## config.mk

```make
export PLATFORM = sky130hd
export DESIGN_NAME = message_tag_list_parser
export DESIGN_NICKNAME = d
export VERILOG_FILES = /design/src/design/mtlp_pkg.sv /design/src/design/message_tag_list_parser.sv
export VERILOG_INCLUDE_DIRS = /design/src /design/src/design
export SDC_FILE = /design/constraint.sdc
export NUM_CORES = 1
export LEC_CHECK = 0
export ABC_AREA = 1
export BUFFER_PORTS_ARGS = -buffer_cell sky130_fd_sc_hd__buf_2
export CAP_MARGIN = 20
export CORE_ASPECT_RATIO = 2
export CORE_MARGIN = 2
export CORE_UTILIZATION = 50
export DETAILED_ROUTE_END_ITERATION = 8
export PLACE_DENSITY = 0.77
export SYNTH_ARGS = -nofsm -noshare
export SYNTH_HDL_FRONTEND = slang
export SYNTH_SLANG_ARGS = --single-unit
```

## constraint.sdc

```tcl
create_clock -name clock -period 11.26 [get_ports clock]
set_input_delay 2.252 -clock clock [delete_from_list [all_inputs] [get_ports clock]]
set_output_delay 2.252 -clock clock [all_outputs]
set_load 0.02 [all_outputs]
```

## src/design/message_tag_list_parser_assert.svh

```systemverilog
// Assertion macros for the tag list parser
// No dependencies; taken in by the RTL files that carry assertions
`ifndef MESSAGE_TAG_LIST_PARSER_ASSERT_SVH
`define MESSAGE_TAG_LIST_PARSER_ASSERT_SVH

// property checked at every rising clock edge outside reset
`define MTLP_ASSERT(label, prop, msg) \
   label: assert property (@(posedge clock) disable iff (reset) (prop)) else $error(msg);

// implication, with the property checked in the next cycle
`define MTLP_ASSERT_NEXT(label, cond, prop, msg) \
   label: assert property (@(posedge clock) disable iff (reset) (cond) |=> (prop)) \
      else $error(msg);

`endif

```

## src/design/mtlp_pkg.sv

```systemverilog
// Package for the tag list parser: character codes, result kinds, slot type
// and the tag arithmetic helpers. No dependencies.
package mtlp_pkg;

   // default and supported range of the list length
   localparam int MAX_TAGS_DEFAULT = 64;
   // width that holds any counter value up to the largest list length
   localparam int COUNT_W = 8;

   // character codes
   localparam logic [7:0] CHAR_MINUS   = 8'h2D;
   localparam logic [7:0] CHAR_BRACKET = 8'h5B;
   localparam logic [7:0] CHAR_COMMA   = 8'h2C;
   localparam logic [7:0] CHAR_ZERO    = 8'h30;
   localparam logic [7:0] CHAR_NINE    = 8'h39;

   // result kinds
   localparam logic ITEM_KIND_TAG     = 1'b0;
   localparam logic ITEM_KIND_SUMMARY = 1'b1;

   // the results of one accepted word: an optional tag and an optional summary
   typedef struct packed {
      logic        has_tag;
      logic        has_sum;
      logic [15:0] value;
      logic [5:0]  pos;
      logic [6:0]  total;
      logic [5:0]  act;
      logic        err;
   } slot_type;

   // accumulator times ten plus a digit, wrapping at 16 bits
   function automatic logic [15:0] acc_step(input logic [15:0] acc, input logic [3:0] digit);
      return (acc << 3) + (acc << 1) + {12'd0, digit};
   endfunction

   // signed tag from accumulator and minus flag; a lone minus gives -1
   function automatic logic [15:0] tag_of(input logic [15:0] acc, input logic neg);
      logic [15:0] res;
      if (!neg) begin
         res = acc;
      end else if (acc == 16'd0) begin
         res = 16'hFFFF;
      end else begin
         res = 16'd0 - acc;
      end
      return res;
   endfunction

endpackage

```

## src/design/message_tag_list_parser.sv

```systemverilog
// Tag list parser top level: byte parser state and a two-slot result queue
// Depends on mtlp_pkg and message_tag_list_parser_assert.svh
//
//   channel | direction | handshake            | payload
//   req_    | in        | req_valid/req_stall  | char_byte, end_of_string, expected_count
//   rsp_    | out       | rsp_valid/rsp_stall  | tag or finish summary, last_of_run
//
// One word is taken per cycle while req_stall is low; its results are registered in the head slot,
// or in the second slot if the head is occupied. An end word with room left in the list gives two results,
// leaving the head in two steps; the second slot absorbs that, so req_stall rises only when both slots are occupied.
// Reset (synchronous, active high) clears the parser state and empties the queue.
// A stall on rsp_ holds the head result; input keeps flowing until the queue is full.
module message_tag_list_parser
   import mtlp_pkg::*;
#(
   parameter int MAX_TAGS = MAX_TAGS_DEFAULT
) (
   input  logic               clock,
   input  logic               reset,
   input  logic               req_valid,
   output logic               req_stall,
   input  logic [7:0]         req_char_byte,
   input  logic               req_end_of_string,
   input  logic [6:0]         req_expected_count,
   output logic               rsp_valid,
   input  logic               rsp_stall,
   output logic               rsp_item_kind,
   output logic signed [15:0] rsp_tag_value,
   output logic [5:0]         rsp_tag_position,
   output logic [6:0]         rsp_tag_total,
   output logic [5:0]         rsp_active_position,
   output logic               rsp_count_error,
   output logic               rsp_last_of_run
);

   localparam int CNT_W = $clog2(MAX_TAGS + 1);

   logic [15:0]      acc_ff, acc_in;
   logic             neg_ff, neg_in;
   logic [CNT_W-1:0] cnt_ff, cnt_in;
   logic [5:0]       act_ff, act_in;

   slot_type head_ff, head_in, tail_ff, tail_in, slot;
   logic     head_valid_ff, head_valid_in, tail_valid_ff, tail_valid_in;

   logic               accept, push, pop, head_done, full;
   logic [COUNT_W-1:0] cnt_w, total_w;
   logic [15:0]        cur_tag;

   assign accept  = req_valid && !req_stall;
   assign cnt_w   = COUNT_W'(cnt_ff);
   assign full    = cnt_w == COUNT_W'(MAX_TAGS);
   assign cur_tag = tag_of(acc_ff, neg_ff);

   // parse one word: next state and the results it causes
   always_comb begin
      acc_in  = acc_ff;
      neg_in  = neg_ff;
      cnt_in  = cnt_ff;
      act_in  = act_ff;
      slot    = '0;
      total_w = cnt_w;
      if (accept) begin
         if (req_end_of_string) begin
            if (!full) begin
               slot.has_tag = 1'b1;
               slot.value   = cur_tag;
               slot.pos     = cnt_w[5:0];
               total_w      = cnt_w + COUNT_W'(1);
            end
            slot.has_sum = 1'b1;
            slot.total   = total_w[6:0];
            slot.act     = act_ff;
            slot.err     = COUNT_W'(req_expected_count) > total_w;
            acc_in       = '0;
            neg_in       = 1'b0;
            cnt_in       = '0;
         end else if (!full) begin
            case (req_char_byte)
               CHAR_MINUS: begin
                  neg_in = 1'b1;
               end
               CHAR_BRACKET: begin
                  act_in = cnt_w[5:0];
               end
               CHAR_COMMA: begin
                  slot.has_tag = 1'b1;
                  slot.value   = cur_tag;
                  slot.pos     = cnt_w[5:0];
                  acc_in       = '0;
                  neg_in       = 1'b0;
                  cnt_in       = cnt_ff + CNT_W'(1);
               end
               default: begin
                  if (req_char_byte inside {[CHAR_ZERO:CHAR_NINE]}) begin
                     acc_in = acc_step(acc_ff, 4'(req_char_byte - CHAR_ZERO));
                  end
               end
            endcase
         end
      end
   end

   assign push = accept && (slot.has_tag || slot.has_sum);

   // two-slot result queue; a tag-plus-summary slot pops in two steps
   assign pop       = rsp_valid && !rsp_stall;
   assign head_done = pop && !(head_ff.has_tag && head_ff.has_sum);
   assign req_stall = tail_valid_ff;

   always_comb begin
      head_in       = head_ff;
      head_valid_in = head_valid_ff;
      tail_in       = tail_ff;
      tail_valid_in = tail_valid_ff;
      if (head_valid_ff && !head_done) begin
         if (pop) begin
            head_in.has_tag = 1'b0;
         end
         if (!tail_valid_ff && push) begin
            tail_in       = slot;
            tail_valid_in = 1'b1;
         end
      end else if (tail_valid_ff) begin
         head_in       = tail_ff;
         head_valid_in = 1'b1;
         tail_valid_in = 1'b0;
      end else begin
         head_in       = slot;
         head_valid_in = push;
      end
   end

   // registers
   always_ff @(posedge clock) begin
      if (reset) begin
         acc_ff        <= '0;
         neg_ff        <= 1'b0;
         cnt_ff        <= '0;
         act_ff        <= '0;
         head_valid_ff <= 1'b0;
         tail_valid_ff <= 1'b0;
      end else begin
         acc_ff        <= acc_in;
         neg_ff        <= neg_in;
         cnt_ff        <= cnt_in;
         act_ff        <= act_in;
         head_valid_ff <= head_valid_in;
         tail_valid_ff <= tail_valid_in;
      end
   end

   always_ff @(posedge clock) begin
      head_ff <= head_in;
      tail_ff <= tail_in;
   end

   // result word from the head slot
   assign rsp_valid           = head_valid_ff;
   assign rsp_item_kind       = head_ff.has_tag ? ITEM_KIND_TAG : ITEM_KIND_SUMMARY;
   assign rsp_tag_value       = head_ff.has_tag ? $signed(head_ff.value) : 16'sd0;
   assign rsp_tag_position    = head_ff.has_tag ? head_ff.pos : 6'd0;
   assign rsp_tag_total       = head_ff.has_tag ? 7'd0 : head_ff.total;
   assign rsp_active_position = head_ff.has_tag ? 6'd0 : head_ff.act;
   assign rsp_count_error     = head_ff.has_tag ? 1'b0 : head_ff.err;
   assign rsp_last_of_run     = !(head_ff.has_tag && head_ff.has_sum);

`include "message_tag_list_parser_assert.svh"

   // queue fills from the head
   `MTLP_ASSERT(a_tail_needs_head, !tail_valid_ff || head_valid_ff, "tail slot without head")
   // list counter never passes its limit
   `MTLP_ASSERT(a_count_bound, cnt_w <= COUNT_W'(MAX_TAGS), "tag counter beyond limit")
   // an end word restarts the list
   `MTLP_ASSERT_NEXT(a_end_clears, accept && req_end_of_string, cnt_ff == '0 && acc_ff == '0 && !neg_ff, "list not cleared after end word")
   // taking the tag of a combined slot leaves its summary in the head
   `MTLP_ASSERT_NEXT(a_split_pop, pop && head_ff.has_tag && head_ff.has_sum, head_valid_ff && head_ff.has_sum && !head_ff.has_tag, "summary lost after tag")

endmodule
```

==> impl_results.md, run 1 <==
- Status: completed
- Drt first-iter violations: 350
- Seq pwr share: 0.534
- Wire per inst: 13.4 µm
- Most common cell after layout, fill and taps aside: nand2_1
- # clock sinks: 108
- Slew margin rel.: 0.301
- Tcrit/Tclk final: 0.395
- Instance count of the mapped netlist: 802
- Rows: 58
- Grt peak-use layer: met2
- Number of global-route vias before repair: 4,896
- Initial Utilization: 0.509
- Syn avg cell area: 7.91 µm²
- Ys Warns: 0
- Vias per inst: 5.12
- Most frequent cells in the layout: nand2_1 (214), inv_1 (134), nor2_1 (96)
- GRT met1 Usage: 0.212
- Final instance area: 0.00707 mm²
- Sequential area share after synthesis: 0.460
- Synthesized flop and latch total: 108
- CTS max path bufs: 2
- Pleak: 3.51 nW
- Final Setup Violations: 0
- Clk pwr share: 0.378
- Crit end category: register
- Sw power: 214 µW
- Routing usage on met2: 0.386
- H-tree depth: 3
- Hold_buf cts: 0
- Crit-path max cell delay: 0.81 ns
- WP data required: 11.24 ns
- DIE AREA: 0.0137 mm²
- Switching Fraction: 0.258
- DRC: 0
- Post-Route WL: 13,500 µm
- I/O Buffers: 59
- Post-DP Area: 0.00675 mm²
- Total CTS buffers: 9
- Num ports: 60
- CORE AREA: 0.0125 mm²
- Max Clock Freq: 225 MHz
- Routability cong.: 0.868
- Total gr overflow: 0
- Maximum vdd drop: 0.0961 mV
- CP arrival: 4.42 ns
- Drt first pass iters: 5
- Hold Crit Class: reg2reg
- Top-area cell type share of the netlist area: 0.360
- Inserted Diodes: 0
- Worst path buffer plus inverter count: 2
- FFs w/ async S/R, synth: 0
- Final hold viol count: 0
- Worst setup SP type: input pin
- Routed Antenna Nets: 0
- GR Util met3: 0.0273
- Comb pwr share: 0.088
- Clock Skews: 0.0117 ns
- WS Path Type: in2reg
- Die X: 83.7 µm
- Fin nets: 913
- Area growth syn-to-layout: 11.3%
- Synth cell types: 42
- Top post-synthesis cells by area: edfxtp_1 (36%), nand2_1 (13%), dfxtp_1 (10%)
- Setup ws final: 6.82 ns
- Synth Flop Type: edfxtp_1
- CP max FO: 38
- Overall routing resource usage: 0.203
- # Max-Cap Violations: 0
- Setup bufs post-CTS: 0
- Top delay family on crit path: simple AND/OR/NAND/NOR gates
- Cell mode on critical path: nand2_2
- PD cells: 117 mW/mm²
- WHS: 0.491 ns
- # resized after CTS: 0
- Root buf cell: clkbuf_16
- EDFF count, synth: 76
- Initial antenna violation count: 0
- Setup_tns: 0 ns
- Vert. Die Dim: 163 µm
- Worst-Skew Late Latency: 0.36 ns
- Slowest cell on crit path: nor2_4
- Global-route wire length before repair: 22,300 µm
- Worst-path cell chain: buf_2, inv_1, nor2_2, nand2_1, nand2_2, nand2_2, nor2_4
- DP Wirelength: 10,300 µm
- Layout cell share with drive strength beyond 1: 0.122
- Cell taking the most area after synthesis: edfxtp_1
- Final core occ: 0.566
- Vias: 5,168
- CTS tree: yes
- Actual transition at the worst max-transition pin: 1.05 ns
- RSZ-0062 raised after global routing: false
- Slew Viols, Final: 0
- Internal power: 616 µW
- Largest net degree at the start of global routing: 41
- Worst slack, placed: 6.44 ns
- Clk pin slew, worst setup/hold paths: 0.08 ns
- Syn Nets: 861
- Mapped cell area: 0.00635 mm²
- Period minus WS final: 4.44 ns
-- sequential cells by signal, summed over array words and instances (netlist names) --
signal     flops
acc_ff        16
act_ff         6
cnt_ff         7
head_ff       38
neg_ff         1
req_stall      1
rsp_valid      1
tail_ff       38
-- area by class of cell --
class / instances / area (µm²)
Fill cell: 1144 / 5420
Sequential cell: 108 / 2920
Multi-Input combinational cell: 534 / 2800
Inverter: 139 / 522
Timing Repair Buffer: 62 / 338
Clock buffer: 9 / 225
Tap cell: 150 / 188
Clock inverter: 7 / 67.6
-- path summary, 6_finish.rpt --
path | depth (start not counted) | slack, ns | start | endpoint
setup / recovery | 7 | 6.82 | req_valid | tail_ff[37]
hold / removal | 2 | 0.49 | acc_ff[15] | acc_ff[15]
setup reg to reg | 6 | 8.19 | req_stall | tail_ff[37]
hold reg to reg | 2 | 0.49 | acc_ff[15] | acc_ff[15]
-- routing by layer --
metal | share of wire | vias up
li1 | - | 2652
met1 | 0.37 | 2337
met2 | 0.55 | 137
met3 | 0.034 | 42
met4 | 0.046 | 0
met5 | 0 | -
-- synth_stat cells (6+ instances only) --
| library cell | instances |
|---|---|
| a21oi_1 | 34 |
| clkbuf_1 | 14 |
| dfxtp_1 | 32 |
| edfxtp_1 | 76 |
| ha_1 | 37 |
| inv_1 | 134 |
| nand2_1 | 214 |
| nand2_2 | 6 |
| nand3_1 | 36 |
| nand4_1 | 12 |
| nor2_1 | 97 |
| o21ai_0 | 46 |
| xor2_1 | 12 |
-- worst register-to-register path: stages, from the launching register on --
cell and delay (ns):
dfxtp_1 0.31, buf_4 0.26, nor2_2 0.26, nand2_1 0.54, nand2_2 0.34, nand2_2 0.16
nor2_4 0.82
-- power by group through the flow --
stage	logic, mW	clock network [mW]	registers [mW]
3_5_place_dp	0.0695	0	0.454
3_3_place_gp	0.0679	0	0.454
5_1_grt	0.0815	0.330	0.445
6_report	0.0734	0.314	0.443
4_1_cts	0.0699	0.316	0.445
2_1_floorplan	0.0508	0	0.450
-- logic make-up after synthesis --
logic type      count (synthesis)  synth area share
flops                         108             0.460
compound gates                 91            0.0765
fa+ha+maj                      39            0.0792
simple gates                  388             0.263
xor+xnor                       16            0.0221
buf+inv                       160            0.0992
-- per-stage QoR --
step	instances	power (mW)
after detailed placement	992	0.524
after CTS	1008	0.831
after global routing	1009	0.856
after global placement	992	0.521
after floorplan	802	0.501
final	1009	0.830
(Power assumes the default switching activity.)
==> run 2, diff against run 1 <==
--- a/config.mk
+++ b/config.mk
@@ -6,14 +6,14 @@
 export SDC_FILE = /design/constraint.sdc
 export NUM_CORES = 1
 export LEC_CHECK = 0
-export ABC_AREA = 1
+export ABC_AREA = 0
 export BUFFER_PORTS_ARGS = -buffer_cell sky130_fd_sc_hd__buf_2
 export CAP_MARGIN = 20
 export CORE_ASPECT_RATIO = 2
 export CORE_MARGIN = 2
 export CORE_UTILIZATION = 50
 export DETAILED_ROUTE_END_ITERATION = 8
-export PLACE_DENSITY = 0.77
+export PLACE_DENSITY = 0.8
 export SYNTH_ARGS = -nofsm -noshare
 export SYNTH_HDL_FRONTEND = slang
 export SYNTH_SLANG_ARGS = --single-unit
==> constraint.sdc (replaced) <==
create_clock -name clock -period 4 [get_ports clock]
set_input_delay 0.8 -clock clock [delete_from_list [all_inputs] [get_ports clock]]
set_output_delay 0.8 -clock clock [all_outputs]
set_load 0.02 [all_outputs]
==> impl_results.md, run 2 <==
- Status: completed
- Global-route wire length before repair: 20,600 µm (-7.8%)
- Root buf cell: clkbuf_16
- Count leader, synth: edfxtp_1
- Routed Antenna Nets: 0 (unchanged)
- Inserted Diodes: 0 (unchanged)
- Top-area cell type share of the netlist area: 0.390 (+0.0307)
- H-tree depth: 3 (unchanged)
- Total Power: 2.26 mW (+170%)
- Synthesized flop and latch total: 108 (unchanged)
- Overall routing resource usage: 0.208 (+0.00472)
- Slew margin rel.: 0.498 (+0.197)
- Largest family of logic cells by synthesized area: simple AND/OR/NAND/NOR gates
- Internal power: 1.72 mW (+180%)
- PD cells: 343 mW/mm² (+190%)
- Most frequent cells in the layout: edfxtp_1 (76), buf_2 (59), a21oi_1 (43)
- Clock Skews: 0.00535 ns (-0.00638 ns)
- Hold_buf cts: 0 (unchanged)
- Pleak: 3.04 nW (-13%)
- Synth cell count leaders: edfxtp_1 (76), a21oi_1 (43), ha_1 (37), a21o_1 (36), nor2_1 (36)
- # resized after CTS: 0 (unchanged)
- Slew Viols, Final: 0 (unchanged)
- Simple-gate share of the synthesized area: 0.185 (-0.0779)
- Worst setup SP type: register
- Synth Area in Compound Gates: 0.147 (+0.0703)
- Sw power: 544 µW (+150%)
- Maximum vdd drop: 0.304 mV (+220%)
- WS Path Type: reg2reg
- EDFF count, synth: 76 (unchanged)
- Period minus WS final: 2.94 ns
- RSZ-0062 raised after global routing: false
- Clk pwr share: 0.378 (about the same)
- Mapped cell area: 0.00585 mm² (-7.9%)
- Area growth syn-to-layout: 12.7%
- Total CTS buffers: 9 (unchanged)
- Hold Crit Class: reg2reg
- WP data required: 4.11 ns (-7.13 ns)
- Cell taking the most area after synthesis: edfxtp_1
- Routability cong.: 0.904 (+4.0%)
- FFs w/ async S/R, synth: 0 (unchanged)
- # clock sinks: 108 (unchanged)
- Initial Utilization: 0.515 (+0.00652)
- Hold Path Origin: act_ff[5]
- Ys Warns: 0 (unchanged)
- Syn avg cell area: 10.6 µm² (+33%)
- Layout cell share with drive strength beyond 1: 0.153 (+0.0311)
- DIE AREA: 0.0126 mm² (-7.6%)
- Num ports: 60 (unchanged)
- Clk pin slew, worst setup/hold paths: 0.07 ns (about the same)
- Wire per inst: 16.4 µm (+23%)
- Instance count of the mapped netlist: 554 (-31%)
- Post-Route WL: 12,400 µm (-8.3%)
- Seq pwr share: 0.542 (+0.008)
- Final Setup Violations: 0 (unchanged)
- Vert. Die Dim: 157 µm (-3.9%)
- CP max FO: 7 (-82%)
- CTS max path bufs: 2 (unchanged)
- Worst Setup SP: cnt_ff[4]
- Final instance area: 0.00659 mm² (-6.7%)
- Sequential area share after synthesis: 0.500 (+0.0393)
- Synth Flop Type: edfxtp_1
- Top post-synthesis cells by area: edfxtp_1 (39%), dfxtp_1 (11%), ha_1 (7.9%)
- Die X: 80.5 µm (-3.8%)
- Fill count: 966 (-16%)
- Worst-Skew Late Latency: 0.35 ns (about the same)
- Most common cell after layout, fill and taps aside: edfxtp_1
- Fin nets: 667 (-27%)
- Actual transition at the worst max-transition pin: 0.752 ns (-0.294 ns)
- Number of global-route vias before repair: 4,204 (-14%)
- Final hold viol count: 0 (unchanged)
- Placed cell count: 739 (-26%)
- Max Clock Freq: 340 MHz
- RR Startpoint: cnt_ff[4]
- Post-Synth XOR/XNOR Area: 0.0374 (+0.0154)
- Top flop regs: head_ff: 38 flops, tail_ff: 38 flops, acc_ff: 16 flops
- # Max-Cap Violations: 0 (unchanged)
- Post-synthesis mux area share: 0.0154 (+0.0154)
- Post-route insts no fill: 755 (-25%)
- DRC: 0 (unchanged)
- CTS tree: yes
- Vias per inst: 5.82 (+14%)
- DP Wirelength: 9370 µm (-9.4%)
- Synth cell types: 56 (+33%)
- Rows: 55 (-5.2%)
- Total gr overflow: 0 (unchanged)
- Post-DP Area: 0.00630 mm² (-6.7%)
- Largest net degree at the start of global routing: 41 (unchanged)
- Initial antenna violation count: 0 (unchanged)
- Tcrit/Tclk final: 0.735
- Drt first-iter violations: 221 (-37%)
- Syn Nets: 613 (-29%)
- Vias: 4,393 (-15%)
- Drt first pass iters: 5 (unchanged)
- Setup bufs post-CTS: 0 (unchanged)
- CORE AREA: 0.0114 mm² (-9.0%)
- Setup_tns: 0 ns (unchanged)
- Synth Area in Adders: 0.0860 (+0.00676)
- CP arrival: 3.05 ns (-1.37 ns)
- Comb pwr share: 0.081 (-0.007)
- Switching Fraction: 0.241 (-0.0176)
- I/O Buffers: 59 (unchanged)
- Crit end category: register
## run 2: changes by cell type after synthesis, sizes merged, moves of 9 or more
cell	delta
and2	+24
nand2	-190
o21ai	-37
and3	+13
inv	-118
a21o	+36
nand3	-18
nor2	-66
nor3	+9
clkbuf	+9
nor2b	+22
mux2i	+9
## run 2: layout make-up
class	count	area, µm²	share of cell area
inverters	21	78.8	0.0120
clock buffers	9	225	0.0342
well taps	142	178	0.0270
clock inverters	7	68.8	0.0104
multi-input cells	400	2750	0.418
flip-flops and latches	108	2920	0.444
repair buffers	68	363	0.0551
## run 2: logic make-up (layout without fill, tap and decap cells)
family	after synthesis	count (layout)
simple gates	196	196
compound gates	131	131
flops	108	108
buf+inv	46	105
fa+ha+maj	39	39
xor+xnor	25	25
mux	9	9
## run 2: worst max-delay path, cell delays in order (launching register included)
cell	delay [ns]
dfxtp_1	0.40
nor4_1	0.44
nand3_1	0.26
a21oi_1	0.34
ha_1	0.31
nor2b_1	0.14
o21a_1	0.16
o21ai_0	0.15
a21oi_1	0.09
o31a_1	0.27
a21o_1	0.16
## run 2: final timing paths
kind / slack, ns / cells past startpoint / to
setup / recovery: 1.06 / 10 / head_ff[0]
hold / removal: 0.49 / 2 / act_ff[5]
setup reg to reg: 1.06 / 10 / head_ff[0]
hold reg to reg: 0.49 / 2 / act_ff[5]
## run 2: routing by layer
layer,global-route usage,part of all wire,vias to the layer above
met4,0.109,0.034,0
met3,0.0269,0.038,30
met2,0.371,0.54,134
met1,0.237,0.39,2085
li1,-,-,2144
met5,0,0,-
## run 2: per-stage QoR
step / hold slack (ns) / util / setup slack (ns)
2_1_floorplan: 0.452 / - / 0.0646
3_3_place_gp: 0.467 / 0.554 / 0.772
4_1_cts: 0.495 / 0.580 / 1.08
3_5_place_dp: 0.476 / 0.554 / 0.714
6_report: 0.493 / 0.580 / 1.06
5_1_grt: 0.524 / 0.580 / 0.822
## run 2: power by group through the flow
stage	registers [mW]	clock network, mW	logic, mW
floorplan	1.25	0	0.123
global placement	1.25	0	0.174
detailed placement	1.25	0	0.180
CTS	1.23	0.864	0.182
global route	1.23	0.906	0.200
finish	1.23	0.854	0.182
